$ cat config.mk
export PLATFORM = sky130hd
export DESIGN_NAME = radix_digit_formatter
export DESIGN_NICKNAME = d
export VERILOG_FILES = /design/src/hdl/rdf_pkg.sv /design/src/hdl/rdf_csr.sv /design/src/hdl/rdf_ctrl.sv /design/src/hdl/rdf_dpath.sv /design/src/hdl/radix_digit_formatter.sv
export SDC_FILE = /design/constraint.sdc
export NUM_CORES = 2
export LEC_CHECK = 0
export BUFFER_PORTS_ARGS = -buffer_cell sky130_fd_sc_hd__buf_2
export CORE_MARGIN = 3
export CORE_UTILIZATION = 45
export CTS_BUF_LIST = sky130_fd_sc_hd__clkbuf_8 sky130_fd_sc_hd__clkbuf_16
export DETAILED_ROUTE_END_ITERATION = 16
export PLACE_DENSITY_LB_ADDON = 0.05
export REMOVE_ABC_BUFFERS = 1
export SKIP_CTS_REPAIR_TIMING = 1
export SLEW_MARGIN = 20
export SYNTH_ARGS = -nofsm -noshare
export SYNTH_HDL_FRONTEND = slang
export SYNTH_SLANG_ARGS = --single-unit
$ cat constraint.sdc
create_clock -name clock -period 14.1 [get_ports clock]
set_clock_uncertainty 0.2 [all_clocks]
set_input_delay 1.41 -clock clock [delete_from_list [all_inputs] [get_ports clock]]
set_output_delay 1.41 -clock clock [all_outputs]
set_load 0.05 [all_outputs]
$ cat src/hdl/rdf_pkg.sv
// ----------------------------------------------------------------------------
// rdf_pkg
// Shared constants, types and register codes for the radix digit formatter.
// ----------------------------------------------------------------------------
package rdf_pkg;

   localparam int VALUE_BITS  = 64;
   localparam int MAX_RADIX   = 16;
   localparam int DIGIT_W     = $clog2(MAX_RADIX);
   localparam int RADIX_W     = $clog2(MAX_RADIX + 1);
   localparam int SUM_W       = DIGIT_W + 1;
   localparam int CNT_W       = $clog2(VALUE_BITS);
   localparam int CHAR_W      = 8;
   localparam int CSR_RADIX_W = 5;
   localparam int CSR_DATA_W  = 64;
   localparam int CSR_INDEX_W = 2;
   localparam int TABLE_W     = 2 * CSR_DATA_W;

   localparam logic [CSR_INDEX_W-1:0] CSR_RADIX      = 2'd0;
   localparam logic [CSR_INDEX_W-1:0] CSR_CHARS_LOW  = 2'd1;
   localparam logic [CSR_INDEX_W-1:0] CSR_CHARS_HIGH = 2'd2;

   localparam logic [CSR_RADIX_W-1:0] RADIX_RESET      = 5'd10;
   localparam logic [CSR_DATA_W-1:0]  CHARS_LOW_RESET  = 64'h3736353433323130;
   localparam logic [CSR_DATA_W-1:0]  CHARS_HIGH_RESET = 64'h6665646362613938;

   localparam logic [CHAR_W-1:0] ZERO_CHAR = 8'h30;

   typedef enum logic [1:0] {
      ST_IDLE,
      ST_CONVERT,
      ST_EMIT
   } state_type;

   typedef struct packed {
      logic load;
      logic convert;
      logic emit;
      logic last_slot;
   } dp_cmd_type;

   typedef struct packed {
      logic [RADIX_W-1:0] radix;
      logic [TABLE_W-1:0] chars;
   } cfg_type;

endpackage

$ cat src/hdl/rdf_csr.sv
// ----------------------------------------------------------------------------
// rdf_csr
// Configuration registers: radix and the sixteen-entry digit character table.
// ----------------------------------------------------------------------------
module rdf_csr (
   input  logic                              clock,
   input  logic                              reset,
   input  logic                              csr_write_enable,
   input  logic [rdf_pkg::CSR_INDEX_W-1:0]   csr_index,
   input  logic [rdf_pkg::CSR_DATA_W-1:0]    csr_write_data,
   output rdf_pkg::cfg_type                  cfg
);

   logic [rdf_pkg::CSR_RADIX_W-1:0] radix_ff;
   logic [rdf_pkg::CSR_DATA_W-1:0]  chars_low_ff;
   logic [rdf_pkg::CSR_DATA_W-1:0]  chars_high_ff;

   always_ff @(posedge clock) begin
      if (reset) begin
         radix_ff      <= rdf_pkg::RADIX_RESET;
         chars_low_ff  <= rdf_pkg::CHARS_LOW_RESET;
         chars_high_ff <= rdf_pkg::CHARS_HIGH_RESET;
      end else if (csr_write_enable) begin
         unique case (csr_index)
            rdf_pkg::CSR_RADIX: begin
               radix_ff <= csr_write_data[rdf_pkg::CSR_RADIX_W-1:0];
            end
            rdf_pkg::CSR_CHARS_LOW: begin
               chars_low_ff <= csr_write_data;
            end
            rdf_pkg::CSR_CHARS_HIGH: begin
               chars_high_ff <= csr_write_data;
            end
            default: begin
            end
         endcase
      end
   end

   // Out-of-range radix values are clamped to the supported span.
   always_comb begin
      if (radix_ff < rdf_pkg::CSR_RADIX_W'(2)) begin
         cfg.radix = rdf_pkg::RADIX_W'(2);
      end else if (radix_ff > rdf_pkg::CSR_RADIX_W'(rdf_pkg::MAX_RADIX)) begin
         cfg.radix = rdf_pkg::RADIX_W'(rdf_pkg::MAX_RADIX);
      end else begin
         cfg.radix = rdf_pkg::RADIX_W'(radix_ff);
      end
      cfg.chars = {chars_high_ff, chars_low_ff};
   end

endmodule

$ cat src/hdl/rdf_ctrl.sv
// ----------------------------------------------------------------------------
// rdf_ctrl
// Sequencer: one conversion pass over the value bits, then one pass over the
// digit slots that sends the digits out.
// ----------------------------------------------------------------------------
module rdf_ctrl (
   input  logic                clock,
   input  logic                reset,
   input  logic                start,
   output logic                busy,
   output rdf_pkg::dp_cmd_type cmd
);

   localparam logic [rdf_pkg::CNT_W-1:0] CNT_LAST = rdf_pkg::CNT_W'(rdf_pkg::VALUE_BITS - 1);

   rdf_pkg::state_type          state_ff, state_in;
   logic [rdf_pkg::CNT_W-1:0]   cnt_ff, cnt_in;

   always_ff @(posedge clock) begin
      if (reset) begin
         state_ff <= rdf_pkg::ST_IDLE;
         cnt_ff   <= '0;
      end else begin
         state_ff <= state_in;
         cnt_ff   <= cnt_in;
      end
   end

   always_comb begin
      state_in      = state_ff;
      cnt_in        = cnt_ff;
      cmd.load      = 1'b0;
      cmd.convert   = 1'b0;
      cmd.emit      = 1'b0;
      cmd.last_slot = 1'b0;
      busy          = 1'b1;
      unique case (state_ff)
         rdf_pkg::ST_IDLE: begin
            busy = 1'b0;
            if (start) begin
               cmd.load = 1'b1;
               cnt_in   = '0;
               state_in = rdf_pkg::ST_CONVERT;
            end
         end
         rdf_pkg::ST_CONVERT: begin
            cmd.convert = 1'b1;
            cnt_in      = cnt_ff + rdf_pkg::CNT_W'(1);
            if (cnt_ff == CNT_LAST) begin
               cnt_in   = '0;
               state_in = rdf_pkg::ST_EMIT;
            end
         end
         rdf_pkg::ST_EMIT: begin
            cmd.emit      = 1'b1;
            cmd.last_slot = (cnt_ff == CNT_LAST);
            cnt_in        = cnt_ff + rdf_pkg::CNT_W'(1);
            if (cnt_ff == CNT_LAST) begin
               cnt_in   = '0;
               state_in = rdf_pkg::ST_IDLE;
            end
         end
         default: begin
            state_in = rdf_pkg::ST_IDLE;
         end
      endcase
   end

   a_start_begins_pass: assert property (@(posedge clock) disable iff (reset)
      (state_ff == rdf_pkg::ST_IDLE && start) |=>
         (state_ff == rdf_pkg::ST_CONVERT && cnt_ff == '0))
      else $error("start did not begin a conversion pass");

   a_emit_ends_idle: assert property (@(posedge clock) disable iff (reset)
      (state_ff == rdf_pkg::ST_EMIT && cnt_ff == CNT_LAST) |=>
         (state_ff == rdf_pkg::ST_IDLE))
      else $error("emit pass did not return to idle");

endmodule

$ cat src/hdl/rdf_dpath.sv
// ----------------------------------------------------------------------------
// rdf_dpath
// Bit-serial radix conversion into a row of digit cells, then a shift of the
// digit row toward the top that sends out one character per slot after the leading zeros.
// ----------------------------------------------------------------------------
module rdf_dpath (
   input  logic                              clock,
   input  logic                              reset,
   input  rdf_pkg::dp_cmd_type               cmd,
   input  rdf_pkg::cfg_type                  cfg,
   input  logic [rdf_pkg::VALUE_BITS-1:0]    req_value,
   output logic                              rsp_strobe,
   output logic [rdf_pkg::CHAR_W-1:0]        rsp_character,
   output logic                              rsp_last
);

   localparam int VB = rdf_pkg::VALUE_BITS;

   logic [VB-1:0]                 value_ff, value_in;
   logic [rdf_pkg::DIGIT_W-1:0]   digit_ff [VB];
   logic [rdf_pkg::DIGIT_W-1:0]   digit_in [VB];
   logic [rdf_pkg::DIGIT_W-1:0]   digit_conv [VB];
   logic                          started_ff, started_in;
   logic                          rsp_strobe_ff, rsp_strobe_in;
   logic [rdf_pkg::CHAR_W-1:0]    rsp_character_ff, rsp_character_in;
   logic                          rsp_last_ff, rsp_last_in;

   logic [rdf_pkg::SUM_W-1:0]     radix_ext;
   logic [VB-1:0]                 gen, prop;
   logic [VB:0]                   carry_sum, carry;
   logic [rdf_pkg::SUM_W-1:0]     step [VB];
   logic [rdf_pkg::DIGIT_W-1:0]   top;
   logic                          top_nz;

   assign radix_ext = rdf_pkg::SUM_W'(cfg.radix);

   // Each cell computes 2*d + carry_in mod radix. The carry chain is formed
   // by an adder: generate when 2*d alone reaches the radix, propagate when
   // 2*d + 1 does.
   always_comb begin
      for (int i = 0; i < VB; i++) begin
         gen[i]  = ({digit_ff[i], 1'b0} >= radix_ext);
         prop[i] = ({digit_ff[i], 1'b1} >= radix_ext);
      end
      carry_sum = {1'b0, gen} + {1'b0, prop} + (VB + 1)'(value_ff[VB-1]);
      carry     = carry_sum ^ {1'b0, gen} ^ {1'b0, prop};
      for (int i = 0; i < VB; i++) begin
         step[i]       = {digit_ff[i], carry[i]} - (carry[i+1] ? radix_ext : '0);
         digit_conv[i] = step[i][rdf_pkg::DIGIT_W-1:0];
      end
   end

   assign top    = digit_ff[VB-1];
   assign top_nz = (top != '0);

   always_comb begin
      value_in   = value_ff;
      digit_in   = digit_ff;
      started_in = started_ff;
      priority if (cmd.load) begin
         value_in   = req_value;
         started_in = 1'b0;
         for (int i = 0; i < VB; i++) begin
            digit_in[i] = '0;
         end
      end else if (cmd.convert) begin
         value_in = {value_ff[VB-2:0], 1'b0};
         digit_in = digit_conv;
      end else if (cmd.emit) begin
         started_in  = started_ff | top_nz;
         digit_in[0] = '0;
         for (int i = 1; i < VB; i++) begin
            digit_in[i] = digit_ff[i-1];
         end
      end else begin
      end
   end

   // Leading zero slots are skipped; an all-zero number reaches the last slot
   // without a digit having been sent and prints as a plain zero.
   always_comb begin
      rsp_strobe_in = cmd.emit & (started_ff | top_nz | cmd.last_slot);
      rsp_last_in   = cmd.last_slot;
      if (!started_ff && !top_nz) begin
         rsp_character_in = rdf_pkg::ZERO_CHAR;
      end else begin
         rsp_character_in = cfg.chars[{top, 3'b000} +: rdf_pkg::CHAR_W];
      end
   end

   always_ff @(posedge clock) begin
      value_ff         <= value_in;
      digit_ff         <= digit_in;
      rsp_character_ff <= rsp_character_in;
      rsp_last_ff      <= rsp_last_in;
      if (reset) begin
         started_ff    <= 1'b0;
         rsp_strobe_ff <= 1'b0;
      end else begin
         started_ff    <= started_in;
         rsp_strobe_ff <= rsp_strobe_in;
      end
   end

   assign rsp_strobe    = rsp_strobe_ff;
   assign rsp_character = rsp_character_ff;
   assign rsp_last      = rsp_last_ff;

   a_last_slot_sends: assert property (@(posedge clock) disable iff (reset)
      (cmd.emit && cmd.last_slot) |=> (rsp_strobe_ff && rsp_last_ff))
      else $error("final slot did not send a last word");

   a_words_contiguous: assert property (@(posedge clock) disable iff (reset)
      (rsp_strobe_ff && !rsp_last_ff) |=> rsp_strobe_ff)
      else $error("gap inside the words of one number");

endmodule

$ cat src/hdl/radix_digit_formatter.sv
// ----------------------------------------------------------------------------
// radix_digit_formatter
// Writes a 64-bit unsigned value as text in a radix of 2 to 16, one character
// word per cycle, most significant digit first.
// ----------------------------------------------------------------------------
// Usage:
//   A value is taken on req_value at a clock edge where start is high and busy
//   is low. busy then stays high through a pass that shifts the value in one
//   bit per cycle through a row of 64 digit cells, then a pass over the digit
//   slots that skips leading zeros and sends one character per cycle. The
//   next value is taken only once busy is low again in the idle state.
//   Each character appears on rsp_character for one cycle with rsp_strobe
//   high, in the cycle after its slot; rsp_last marks the final character.
//   A zero value sends one word, the character '0'. The receiver takes every
//   word; it cannot stall the block.
//   Registers are written through csr_write_enable, csr_index and
//   csr_write_data: index 0 radix, 1 and 2 the digit character table. The
//   user must write them only while busy is low; the block itself does not
//   enforce this. Reset returns the registers to radix 10 with the table
//   "0123456789abcdef" and leaves the block idle.
// ----------------------------------------------------------------------------
module radix_digit_formatter (
   input  logic                              clock,
   input  logic                              reset,
   input  logic                              start,
   output logic                              busy,
   input  logic [rdf_pkg::VALUE_BITS-1:0]    req_value,
   output logic                              rsp_strobe,
   output logic [rdf_pkg::CHAR_W-1:0]        rsp_character,
   output logic                              rsp_last,
   input  logic                              csr_write_enable,
   input  logic [rdf_pkg::CSR_INDEX_W-1:0]   csr_index,
   input  logic [rdf_pkg::CSR_DATA_W-1:0]    csr_write_data
);

   rdf_pkg::dp_cmd_type cmd;
   rdf_pkg::cfg_type    cfg;

   rdf_csr u_csr (
      .clock            (clock),
      .reset            (reset),
      .csr_write_enable (csr_write_enable),
      .csr_index        (csr_index),
      .csr_write_data   (csr_write_data),
      .cfg              (cfg)
   );

   rdf_ctrl u_ctrl (
      .clock (clock),
      .reset (reset),
      .start (start),
      .busy  (busy),
      .cmd   (cmd)
   );

   rdf_dpath u_dpath (
      .clock         (clock),
      .reset         (reset),
      .cmd           (cmd),
      .cfg           (cfg),
      .req_value     (req_value),
      .rsp_strobe    (rsp_strobe),
      .rsp_character (rsp_character),
      .rsp_last      (rsp_last)
   );

endmodule

# --- Yosys cells after proc, flatten, opt, wreduce, memory -nomap -nowiden ---
# Cells that the tools add are included.
totals:
  register_bits: 472
  wordCells: 385
classes:
  addsub: 67
  n_lt_le_gt_ge: 130
  n_eq_ne: 8
  n_shift: 1
  muxes: 82
  bitwise: 6
  n_reduce_logical: 17
op_table:
  columns: ["op", "count"]
  rows:
  - ["$ge A5 B5 Y1", 128]
  - ["$mux W256", 2]
  - ["$mux W4", 64]
  - ["$sub A4 B4 Y4", 64]
  - ["$xor A65 B64 Y65", 2]
  - ["$mux W64", 2]
  - ["$shiftx A128 B8 Y8", 1]
  - ["$add A64 B64 Y65", 1]
  - ["$add A65 B1 Y65", 1]
  - ["$mux W6", 2]
  - ["$pmux W6 S2", 1]
  - ["$mux W5", 2]
  - ["$reduce_and A2 Y1", 5]
  - ["$mux W2", 4]
  - ["$add A6 B1 Y6 const B", 1]
  - ["$eq A6 B6 Y1 const B", 1]
  - ["$pmux W2 S3", 1]
  - ["$reduce_bool A2 Y1", 3]
  - ["$gt A5 B5 Y1 const B", 1]
  - ["$lt A5 B2 Y1 const B", 1]
  - ["$eq A2 B1 Y1 const B", 2]
  - ["$eq A2 B2 Y1 const B", 2]
  - ["$logic_not A2 Y1", 2]
  - ["$mux W1", 4]
  - ["other kinds (10)", 14]

# --- Logic depth before layout (Yosys ltp) ---
depth:
  depth_word: 11
  mapped_depth: 38

# --- Cells and area by module ---
# Synthesis repeated with hierarchy kept, for this count alone.
unflattened:
  cells_unflattened: 4759
  area_unflattened_um2: 41648.7
modules_own_cells:
  columns: ["mod", "n_inst", "cells_each", "area_per_inst_um2"]
  rows:
  - ["rdf_dpath", 1, 4158, 35665.5]
  - ["rdf_csr", 1, 543, 5485.3]
  - ["rdf_ctrl", 1, 58, 498.0]

# --- Least setup slack after synthesis ---
# No wires, ideal clock.
synth_timing:
  path_type: "flip-flop to flip-flop"
  start: "reg u_csr.radix_ff[2] (netlist bit)"
  end: "reg u_dpath.digit_ff[7] (netlist bit)"
  setup_ps: 79
  t_arrival_ps: 8584
  required_ps: 13821
  path_slack_ps: 5237
  stages_incl_launch_ff: 34
  n_path_buf: 5
  path_cell_list: "dfxtp_1 -> o21ba_1 -> or2_1 -> buf_2 -> inv_2 -> buf_4 -> buf_2 -> clkbuf_1 -> clkbuf_1 -> ha_1 -> inv_1 -> o21ai_1 -> a21o_1 -> a21o_1 -> a21o_1 -> ha_1 -> a21oi_1 -> o211ai_1 -> a41oi_1 -> o31ai_2 -> a41oi_1 -> a21oi_2 -> a21oi_1 -> o21ai_0 -> xnor2_1 -> nand2_1 -> ha_1 -> a21o_1 -> a21o_1 -> xor2_1 -> nor2_1 -> mux2_2 -> or4_1 -> o211ai_1"
synth_via:
  elab_chain_cells: 11
synth_lines:
  columns: ["item", "line_no", "source"]
  rows:
  - ["start, declared", "rdf_csr.sv:14", "logic [rdf_pkg::CSR_RADIX_W-1:0] radix_ff;"]
  - ["start signal, assigned", "rdf_csr.sv:20", "radix_ff <= rdf_pkg::RADIX_RESET;"]
  - ["start signal, assigned", "rdf_csr.sv:26", "radix_ff <= csr_write_data[rdf_pkg::CSR_RADIX_W-1:0];"]
  - ["$gt A5 B5 Y1", "rdf_csr.sv:44", "end else if (radix_ff > rdf_pkg::CSR_RADIX_W'(rdf_pkg::MAX_RADIX)) begin"]
  - ["$mux W5", "rdf_csr.sv:44", null]
  - ["$mux W5 (*)", "rdf_csr.sv:42", "if (radix_ff < rdf_pkg::CSR_RADIX_W'(2)) begin"]
  - ["$ge A5 B5 Y1, on equally long branches", "rdf_dpath.sv:42, rdf_dpath.sv:43", null]
  - ["$add A64 B64 Y65", "rdf_dpath.sv:45", "carry_sum = {1'b0, gen} + {1'b0, prop} + (VB + 1)'(value_ff[VB-1]);"]
  - ["$add A65 B1 Y65", "rdf_dpath.sv:45", null]
  - ["$xor A65 B64 Y65 (2 in a row)", "rdf_dpath.sv:46", "carry = carry_sum ^ {1'b0, gen} ^ {1'b0, prop};"]
  - ["$mux W4", "rdf_dpath.sv:48", "step[i] = {digit_ff[i], carry[i]} - (carry[i+1] ? radix_ext : '0);"]
  - ["$sub A4 B4 Y4 (*)", "rdf_dpath.sv:48", null]
  - ["$mux W256 (*)", "rdf_dpath.sv:66", "end else if (cmd.convert) begin"]
  - ["end signal, assigned", "rdf_dpath.sv:93", "digit_ff <= digit_in;"]
  - ["end, declared", "rdf_dpath.sv:20", "logic [rdf_pkg::DIGIT_W-1:0] digit_ff [VB];"]
# Every way passes the cells marked *; elsewhere a longest branch is shown, timed or not.
# A chain may end at the register's enable or synchronous reset.

# --- Final worst setup path ---
# Same ends and word-level chain as after synthesis.

==> flow_summary.yaml <==
status:
  run_status: "complete, no violations"
drt:
  via_per_inst: 5.59
  drcViolationCount: 0
  final_wirelength_um: 115000
  final_antenna_net_count: 0
  met3_wirelength_um: 3000
  wirelength_met1_um: 53800
  drt_iter0_markers: 1775
  detail_route.wl_per_cell_um: 18.7
  drtPass1Iterations: 5
  route.top_layer_used: "met4"
  route.met2.wl_um: 55400
  vias: 34200
yosys:
  number_of_synthesized_register_bits: 472
  yosysUniqueCellTypes: 86
  number_of_enable_type_register_cells_in_the_synthesized_netlist: 64
  synthesis.area_per_instance_um2: 8.18
  asyncSetResetFlopFracSynth_pct: 0
  yosys_warnings: 0
  netlist_area_um2: 40300
  synthesis.instances: 4921
  top_flip_flop_cell_by_instance_count_after_synthesis: "sky130_fd_sc_hd__dfxtp_1"
  synth_sequential_area_ratio_pct: 25.1
grt:
  first_pass_grt_wire_length_um: 185000
  number_of_antenna_violations_at_the_first_check_in_global_routing: 4
  grt_pass1_vias: 33600
  pin_count_of_the_biggest_net_entering_global_routing: 177
  grt.overflow.total: 0
  global_route.usage.total_pct: 24.3
timing:
  worst_slew_margin_rel_pct: 27.6
  worst_slew_pin_slew_ns: 1.09
  timing.final.hold_violations: 0
  clock.fmax_mhz: 118
  timing.setup.tns_ns: 0
  final_period_minus_worst_setup_slack_ns: 8.48
  layout_worst_path_cycle_share_pct: 60.1
  fin_worst_hold_slack_ns: 0.251
  rsz0062_at_grt: "false"
  number_of_setup_violations_in_the_final_report: 0
  timing_max_transition_violations_final: 0
die:
  initial_utilization_pct: 45.5
  row_count: 109
  fp.dieArea_um2: 93100
  fp.dieH_um: 305
  ios: 145
  fp.dieW_um: 305
  area_of_the_core_um2: 88500
worst_setup_path:
  critPathCaptureType: "register"
  worst_path_most_repeated_cell: "sky130_fd_sc_hd__ha_1"
  cp.arrival_ns: 8.87
  critPathLaunchType: "register"
  criticalPathCategory: "register to register"
  timing.critical_path.slowest_stage_cell: "sky130_fd_sc_hd__buf_4"
  cp.required_ns: 14.49
  timing.reg2reg.worst_path_depth: 30
  timing.critical_path.fanout_max: 61
  worst-path-buf-inv: 4
  crit_path_max_incr_delay_ns: 0.76
  cell_family_with_most_cp_delay: "compound AO/OA/AOI/OAI gates"
  cp.depth: 30
cells_and_area:
  most-common-layout-cells: "sky130_fd_sc_hd__nand2_1 (637), sky130_fd_sc_hd__ha_1 (515), sky130_fd_sc_hd__nor2_1 (502), sky130_fd_sc_hd__a21oi_1 (486), sky130_fd_sc_hd__dfxtp_1 (406)"
  num-nets-final: 5620
  final_layout_size_suffix_gt1_share_pct: 8.58
  area_growth_pct: 9.01
  final_common_cell: "sky130_fd_sc_hd__nand2_1"
  fill_cells: 8807
power:
  vdd_drop_max_mv: 0.125
  power.leakage_nw: 19.4
  power.density_cell_area_nw_per_um2: 191
place:
  numPortBuffers: 144
  gp_congestion: 0.862
  dpl_wire_length_um: 76800
clock_network:
  ctsRootBufferMaster: "sky130_fd_sc_hd__clkbuf_16"
  worst_skew_pair.late_latency_ns: 0.67
  clock_tree.htree_level_count: 2
  cts_num_sinks: 472
  clock_transition_at_the_registers_of_the_reported_paths_ns: 0.06
  cts_tree: "built"
  max-clock-path-buffers: 3
  tritoncts.num_buffers: 58
run:
  reported_max_cap_violation_count: 0
worst_hold_path:
  hold_path.class: "register to register"
  hold-path-cell-count: 2
-- registers in the layout, summed over array words and instances (netlist names), 2 cells and up --
| register | cells |
|---|---|
| u_csr.chars_high_ff | 64 |
| u_csr.chars_low_ff | 64 |
| u_csr.radix_ff | 5 |
| u_ctrl.cnt_ff | 6 |
| u_ctrl.state_ff | 2 |
| u_dpath.digit_ff | 252 |
| u_dpath.rsp_character | 8 |
| u_dpath.top | 4 |
| u_dpath.value_ff | 64 |
-- cell usage after synthesis, drive strengths merged, types with 6 or more instances --
library cell / n / area (um2)
nor4bb: 7 / 70.1
nor4: 6 / 37.5
a22oi: 30 / 225
o211ai: 8 / 60.1
nor2: 505 / 1910
a211oi: 129 / 968
o31ai: 21 / 163
a21oi: 487 / 2440
mux4: 40 / 901
fa: 65 / 1300
a21boi: 38 / 289
a31oi: 21 / 131
ha: 517 / 6470
o21ai: 198 / 991
and3: 35 / 219
xnor3: 11 / 248
xor2: 85 / 744
dfxtp: 408 / 8170
o22ai: 57 / 357
clkbuf: 208 / 781
or3: 11 / 68.8
o21a: 15 / 113
or2: 66 / 413
nor3: 31 / 166
nand3b: 61 / 458
o21bai: 14 / 105
mux2i: 147 / 1470
edfxtp: 64 / 1920
nand2: 640 / 2400
inv: 233 / 875
nand4: 30 / 188
a21o: 253 / 1900
nor2b: 31 / 194
buf: 57 / 254
nand3: 44 / 220
xnor2: 240 / 2120
and2: 6 / 37.5
nand2b: 31 / 194
-- final timing paths --
path                                                 to                    start  slack (ns)
worst max-delay path                u_dpath.digit_ff[7]        u_csr.radix_ff[2]        5.62
worst min-delay path            u_csr.chars_high_ff[28]  u_csr.chars_high_ff[28]        0.25
worst max register to register      u_dpath.digit_ff[7]        u_csr.radix_ff[2]        5.62
worst min register to register  u_csr.chars_high_ff[28]  u_csr.chars_high_ff[28]        0.25
-- metal layers --
| layer | vias up | global-route usage, % |
|---|---|---|
| met5 | - | 0 |
| met4 | 0 | 5.86 |
| met3 | 151 | 2.20 |
| met2 | 457 | 42.6 |
| met1 | 16300 | 32.2 |
| li1 | 17300 | - |
-- power breakdown --
| part | total (mW) | switching, mW | internal [mW] |
|---|---|---|---|
| Clock | 1.59 | 0.652 | 0.941 |
| Sequential | 1.74 | 0.194 | 1.55 |
| Combinational | 5.04 | 2.75 | 2.29 |
-- tightest hold or removal path, cell delays in order, from the launching register on --
cell	delay, ns
sky130_fd_sc_hd__dfxtp_1	0.30
sky130_fd_sc_hd__nand2_1	0.05
sky130_fd_sc_hd__a21oi_1	0.05
-- logic make-up after synthesis --
group / share of synthesized area, %
flip-flops: 25.1
AND/OR/NAND/NOR: 16.7
XOR/XNOR: 7.86
adder cells (fa/ha/maj): 19.3
buffers and inverters: 4.75
multiplexers: 5.98
AO/OA/AOI/OAI: 20.3
-- stage by stage --
step                      worst slack (ns)  total power, mW  cell area [um2]  util, %  std cells
after floorplan                      0.337             5.83            39200        -       4656
after global placement                5.82             6.80            41800     47.3       6009
after detailed placement              5.76             6.82            41800     47.3       6009
after CTS                             5.73             8.46            43900     49.6       6118
after global routing                  5.02             9.20            43900     49.6       6120
final                                 5.62             8.37            43900     49.6       6121
-- final cells by class --
class                   count  area, um2  area share, %
clock inverters            37        394          0.898
well taps                1165       1460           3.32
clock buffers              72       1660           3.77
flip-flops and latches    472      10100           23.0
multi-input cells        3950      28300           64.5
diodes                      3       7.51         0.0171
repair buffers            188       1070           2.43
inverters                 234        892           2.03
Power figures use the tool's default switching activity.
